===== src/sv/slc_pkg.sv =====
// Shared sizes, row layout and result type for the LRU cache tag store.
package slc_pkg;

    // Geometry limits
    localparam int MAX_SETS   = 64;
    localparam int MAX_WAYS   = 8;
    localparam int ADDR_WIDTH = 64;

    // Fixed field widths of the ports
    localparam int ADDR_FW  = 64;
    localparam int CNT_W    = 32;
    localparam int CFG_SB_W = 3;
    localparam int CFG_BB_W = 5;
    localparam int CFG_WY_W = 4;
    localparam int CFG_D_W  = 5;
    localparam int CFG_I_W  = 2;

    // Configuration register indexes
    localparam logic [CFG_I_W-1:0] CFG_SET_BITS   = 2'd0;
    localparam logic [CFG_I_W-1:0] CFG_BLOCK_BITS = 2'd1;
    localparam logic [CFG_I_W-1:0] CFG_WAYS_USED  = 2'd2;

    // Input commands
    localparam logic CMD_LDST   = 1'b0;
    localparam logic CMD_MODIFY = 1'b1;

    // Derived sizes
    localparam int SET_W   = (MAX_SETS > 1) ? $clog2(MAX_SETS) : 1;
    localparam int SB_MAX  = $clog2(MAX_SETS + 1) - 1;
    localparam int TAG_W   = ADDR_WIDTH - 1;
    localparam int RANK_W  = (MAX_WAYS > 1) ? $clog2(MAX_WAYS) : 1;
    localparam int WIDX_W  = (MAX_WAYS > 1) ? $clog2(MAX_WAYS) : 1;
    localparam int WCNT_W  = $clog2(MAX_WAYS + 1);
    localparam int SH_W    = CFG_BB_W + 1;

    localparam logic [RANK_W-1:0] RANK_TOP = RANK_W'(MAX_WAYS - 1);

    // One set of the tag store
    typedef struct packed {
        logic [MAX_WAYS-1:0]             vld;
        logic [MAX_WAYS-1:0][TAG_W-1:0]  tag;
        logic [MAX_WAYS-1:0][RANK_W-1:0] rank;
    } t_row;

    // Outcome of one lookup
    typedef struct packed {
        logic hit;
        logic evicted;
    } t_look_res;

endpackage


===== src/sv/slc_lookup.sv =====
// Tag compare, LRU rank update and victim choice for one set.
module slc_lookup (
    input  slc_pkg::t_row                 i_row,
    input  logic                          i_live,
    input  logic [slc_pkg::TAG_W-1:0]     i_tag,
    input  logic [slc_pkg::WCNT_W-1:0]    i_ways,
    output slc_pkg::t_row                 o_row,
    output slc_pkg::t_look_res            o_res
);
    import slc_pkg::*;

    // Search the set, then promote a hit line, or age and install on a miss
    always_comb begin
        t_row              row;
        logic              found_f;
        logic              empty_f;
        logic [WIDX_W-1:0] found_w;
        logic [WIDX_W-1:0] empty_w;
        logic [WIDX_W-1:0] vic_w;
        logic [RANK_W-1:0] best;
        logic [RANK_W-1:0] hit_rank;

        row = i_row;
        if (!i_live) begin
            row.vld  = '0;
            row.rank = '0;
        end

        found_f = 1'b0;
        empty_f = 1'b0;
        found_w = '0;
        empty_w = '0;
        vic_w   = '0;
        best    = '0;

        for (int w = 0; w < MAX_WAYS; w++) begin
            if (w < int'(i_ways)) begin
                if (row.vld[w]) begin
                    if (!found_f && row.tag[w] == i_tag) begin
                        found_f = 1'b1;
                        found_w = WIDX_W'(w);
                    end
                end else if (!empty_f) begin
                    empty_f = 1'b1;
                    empty_w = WIDX_W'(w);
                end
                // oldest way, lowest index on a tie
                if (w == 0 || row.rank[w] > best) begin
                    best  = row.rank[w];
                    vic_w = WIDX_W'(w);
                end
            end
        end

        hit_rank = row.rank[found_w];
        o_row    = row;
        o_res.hit     = found_f;
        o_res.evicted = !found_f && !empty_f;

        if (found_f) begin
            // promote the hit line, age the younger ones
            for (int w = 0; w < MAX_WAYS; w++) begin
                if (w < int'(i_ways) && row.vld[w] && row.rank[w] < hit_rank) begin
                    o_row.rank[w] = row.rank[w] + 1'b1;
                end
            end
            o_row.rank[found_w] = '0;
        end else begin
            if (empty_f) begin
                vic_w = empty_w;
            end
            // age every valid line in the used ways below the top rank, then install the new one
            for (int w = 0; w < MAX_WAYS; w++) begin
                if (w < int'(i_ways) && row.vld[w] && row.rank[w] < RANK_TOP) begin
                    o_row.rank[w] = row.rank[w] + 1'b1;
                end
            end
            o_row.vld[vic_w]  = 1'b1;
            o_row.tag[vic_w]  = i_tag;
            o_row.rank[vic_w] = '0;
        end
    end

endmodule


===== config.mk =====
export PLATFORM = sky130hd
export DESIGN_NAME = slc_lookup
export DESIGN_NICKNAME = d
export VERILOG_FILES = /design/src/sv/slc_pkg.sv /design/src/sv/slc_lookup.sv
export SDC_FILE = /design/constraint.sdc
export NUM_CORES = 1
export LEC_CHECK = 0
export BUFFER_PORTS_ARGS = -buffer_cell sky130_fd_sc_hd__buf_2
export CELL_PAD_IN_SITES_DETAIL_PLACEMENT = 0
export CELL_PAD_IN_SITES_GLOBAL_PLACEMENT = 1
export CORE_AREA = 2 2 441 443
export DETAILED_ROUTE_END_ITERATION = 8
export DIE_AREA = 0 0 443 445
export PLACE_DENSITY_LB_ADDON = 0.12
export SETUP_SLACK_MARGIN = 0.05
export SYNTH_ARGS = -nofsm -noshare
export SYNTH_HDL_FRONTEND = slang
export SYNTH_SLANG_ARGS = --single-unit

===== constraint.sdc =====
create_clock -name vclk -period 17.2
set_input_delay 2.58 -clock vclk [all_inputs]
set_output_delay 2.58 -clock vclk [all_outputs]
set_load 0.05 [all_outputs]

==> impl_metrics.ini, run 1 <==
[worst_hold_path]
hp-class = input port to output port
min-delay-start = i_row[382]

[finish]
drive_above_1_share_pct = 57.9
syn_to_final_growth_pct = 60.1
clock_buffers = 0
design.seq.count = 0
layout_common_cells = buf_2 (1106), mux2_2 (518), xnor2_1 (389)
final_common_cell = buf_2
utilization_pct = 13.9
finish.instance_area_sq_um = 26600
nNetsFinal = 3822
regArea_sq_um = 0

[worst_setup_path]
arrival_ps = 13890
crit_type = input port to output port
critical-path-top-delay-family = compound AO/OA/AOI/OAI gates
max_stage_delay_ps = 650
required_ps = 14620
slowest_stage = or4_1
startpoint = i_ways[3]
crit_path_start_kind = input port
crit_fanout = 44
cp-end-kind = output port
path_buf_inv = 6
cpMostUsedCell = ha_1

[drt]
wirelength_um = 251000
routedWlPerCell_um = 43.6
num_vias = 22900
drc = 0
viasPerCell = 3.97
dr.first_iter.drc_count = 1456
first_pass_iters = 7
ant_nets = 0

[sta]
whs_ps = 5610
fin_crit_ps = 16470
slew_viol_final = 0
rsz0062_at_grt = no
finalHoldViolCount = 0
finalSetupTns_ps = 0
period_share_pct = 95.8
finalSetupViolations = 0
fin_ws_ps = 730
slew_headroom_pct = 14.4
fmax_mhz = 60.7
worst_pin_slew_ps = 1270

[power_and_ir_drop]
leakage_nw = 10.5
pwr-share-seq_pct = 0
p_clk_share_pct = 0
combPwrFrac_pct = 100.0
power_density_nw_per_um2 = 53.1
switching_share_pct = 72.3
switchingPower_w = 0.00102
p_int_w = 0.000391
ir_drop_uv = 37.0

[floorplan]
initial_utilization_pct = 8.66
dieArea_sq_um = 197000
die_w_um = 443
die_h_um = 445
core_area_sq_um = 192000
rows = 161
io_pins = 1142

[placed_design]
place_congestion = 0.887
dp_worst_setup_slack_ps = 726
io_buffers = 1142
dpl_cell_area_sq_um = 26400
hpwlAfterDp_um = 219000

[global_routing]
grt_max_degree = 62
grt_overflow = 0
antenna_found_initial = 116
grt_pass1_wl_um = 304000
track_usage_pct = 24.3
grt_pass1_vias = 24200

[logic_synthesis]
synth_cell_types = 88
syn_nets = 2735
synthCells = 2086
synthesis.area_sq_um = 16600
yosys.area.top_type_share_pct = 35.1
yosys.area.top_type = mux2_2
synth-seq-area-share_pct = 0
synth.area.top_cells = mux2_2 (35%), xnor2_1 (20%), xor2_1 (6.6%), nand4_1 (6.3%), ha_1 (3.4%)
postSynthAreaPerCell_sq_um = 7.97
yosysWarnings = 0

[clocking]
cts_hold_buf = 0
post_cts_buffers = 0

[job]
max-cap-violations = 0

[status]
status = completed
## cell usage after synthesis (3+ instances only)
cell type / n
o31ai_1: 3
or4b_1: 3
o21a_1: 12
nor3_1: 24
and3_1: 8
a31o_2: 3
or3b_2: 3
a211oi_1: 5
xnor2_1: 389
or2_2: 6
mux2_2: 518
a21o_1: 6
nand2b_1: 6
or3_1: 7
nand3_1: 34
a21oi_1: 39
o22ai_1: 4
a2111oi_0: 4
inv_1: 36
nor4b_1: 12
mux2i_1: 3
and4_1: 8
nor2b_1: 14
nand4_1: 167
xor2_1: 125
buf_6: 4
clkbuf_1: 82
nor3b_1: 4
nand2_1: 98
nor2_1: 66
or4_1: 17
o21ai_0: 39
o211ai_1: 10
and2_1: 11
a31oi_1: 12
nand4b_1: 8
ha_1: 45
o21ai_1: 10
nor4_1: 78
buf_2: 101
o2bb2ai_1: 5
## final cells by class
cell class         instances  area, sq um
diodes                    70          175
fillers                22500       165000
inverters                 37          139
multi-input cells       1860        15700
well taps               2526         3160
repair buffers          1274         7450
## what timing repair did
item / CTS / global route
gates resized for setup: 0 / 3
endpoints found under the hold margin: 0 / 0
endpoints found under the setup margin: 0 / 193
## tightest hold or removal path, cell delays in order
cell,delay (ps)
buf_2,90
mux2_2,180
buf_12,150
## cell families after synthesis
kind of cell	share of synthesized area, %
AO/OA/AOI/OAI	7.56
XOR/XNOR	27.1
adder cells (fa/ha/maj)	3.39
buffers and inverters	6.06
multiplexers	35.4
AND/OR/NAND/NOR	20.5
## path summary, 6_finish.rpt
kind                      to  slack, ps  cells after the start
setup / recovery  o_row[177]        730                     47
hold / removal    o_row[382]       5610                      3
## metal layers
layer  part of all wire [%]  vias to the layer above  track usage, %
met4                    5.9                       32            12.0
met5                  0.082                        -               0
li1                       -                     9934               -
met3                    4.1                      328            3.27
met1                     34                    11500            24.2
met2                     56                     1077            48.7
## stage by stage
stage          instances  power, W
6_report            5767   0.00141
5_1_grt             5724   0.00145
4_1_cts             5697   0.00143
3_5_place_dp        5697   0.00143
3_3_place_gp        5697   0.00143
2_1_floorplan       2086  0.000775
## power groups by stage
stage	Combinational, W	Sequential, W	Clock [W]
6_report	0.00141	0	0.000000000226
3_5_place_dp	0.00143	0	0
2_1_floorplan	0.000775	0	0
4_1_cts	0.00143	0	0
3_3_place_gp	0.00143	0	0
5_1_grt	0.00145	0	0.000000000218
Note: power is estimated with default switching activity, not from simulation.
==> run 2: changes to the inputs <==
==> constraint.sdc (replaced) <==
create_clock -name vclk -period 17.2
set_input_delay 1.72 -clock vclk [all_inputs]
set_output_delay 1.72 -clock vclk [all_outputs]
set_load 0.05 [all_outputs]
==> impl_metrics.ini, run 2 (same netlist as run 1, synthesis figures left out) <==
[worst_setup_path]
crit_fanout = 33
cpMostUsedCell = ha_1
cp-end-kind = output port
slowest_stage = buf_4
crit_type = input port to output port
required_ps = 15480
crit_path_start_kind = input port
arrival_ps = 14240
max_stage_delay_ps = 670

[finish]
final_common_cell = buf_2
syn_to_final_growth_pct = 54.9
regArea_sq_um = 0
drive_above_1_share_pct = 57.6
design.seq.count = 0
fill_cells = 22500
nNetsFinal = 3802
layout_common_cells = buf_2 (1142), mux2_2 (518), xnor2_1 (389)
clock_buffers = 0
finish.instance_area_sq_um = 25800

[drt]
dr.first_iter.drc_count = 1352
first_pass_iters = 5
num_vias = 22900
drc = 0
wirelength_um = 251000
viasPerCell = 4.00
routedWlPerCell_um = 43.8
ant_nets = 0

[placed_design]
dp_worst_setup_slack_ps = 1290
place_congestion = 0.899
io_buffers = 1142
hpwlAfterDp_um = 218000
dpl_cell_area_sq_um = 25600

[sta]
slew_viol_final = 0
rsz0062_at_grt = no
period_share_pct = 92.8
fin_ws_ps = 1240
finalHoldViolCount = 0
finalSetupTns_ps = 0
finalSetupViolations = 0
fin_crit_ps = 15960
fmax_mhz = 62.6
slew_headroom_pct = 6.47
worst_pin_slew_ps = 1390

[status]
status = completed

[global_routing]
antenna_found_initial = 118
grt_overflow = 0
grt_pass1_wl_um = 303000
grt_max_degree = 65
grt_pass1_vias = 24400
track_usage_pct = 24.2

[clocking]
ctsResizeCount = 0
cts_hold_buf = 0
post_cts_buffers = 0

[power_and_ir_drop]
leakage_nw = 10.2
ir_drop_uv = 33.7
power_density_nw_per_um2 = 53.6

[floorplan]
die_h_um = 445
initial_utilization_pct = 8.66
dieArea_sq_um = 197000
io_pins = 1142
rows = 161
core_area_sq_um = 192000
die_w_um = 443

[worst_hold_path]
hp-class = input port to output port

[job]
max-cap-violations = 0
## run 2: critical path: cells and delay by family
kind / cells / cell delay [ps]
AND/OR/NAND/NOR: 12 / 1960
AO/OA/AOI/OAI: 20 / 5250
buffers and inverters: 4 / 1530
adder cells (fa/ha/maj): 7 / 1990
multiplexers: 4 / 1650
## run 2: per-layer routing
metal / wire (um) / GRT usage, % / vias up
met5: 307 / 0 / -
met4: 15500 / 12.3 / 42
met3: 10300 / 3.34 / 354
met2: 140000 / 48.8 / 1040
met1: 84900 / 23.7 / 11600
li1: - / - / 9852
## run 2: layout make-up
| type | count | area (sq um) | area share (%) |
|---|---|---|---|
| multi-input cells | 1860 | 15700 | 60.9 |
| well taps | 2526 | 3160 | 12.3 |
| repair buffers | 1254 | 6640 | 25.8 |
| inverters | 37 | 139 | 0.539 |
| diodes | 48 | 120 | 0.466 |
## run 2: power breakdown
group | leakage [nW] | internal, W | switching [W] | total (W)
sequential | 0 | 0 | 0 | 0
clock | 0.000307 | 0.000000000211 | 0 | 0.000000000211
combinational | 10.2 | 0.000362 | 0.00102 | 0.00138
## run 2: final timing paths
check / start / endpoint / slack, ps / depth (start not counted)
setup / recovery: i_ways[3] / o_row[417] / 1240 / 47
hold / removal: i_row[28] / o_row[28] / 3920 / 3
## run 2: through the flow
stage                     total power, W  hold WS, ps  utilization (%)  std cells
after detailed placement         0.00140         3910             13.4       5677
after floorplan                 0.000775         3740                -       2086
final                            0.00138         3920             13.4       5725
after global placement           0.00140         3920             13.4       5677
after CTS                        0.00140         3920             13.4       5677
after global routing             0.00142         3940             13.4       5695
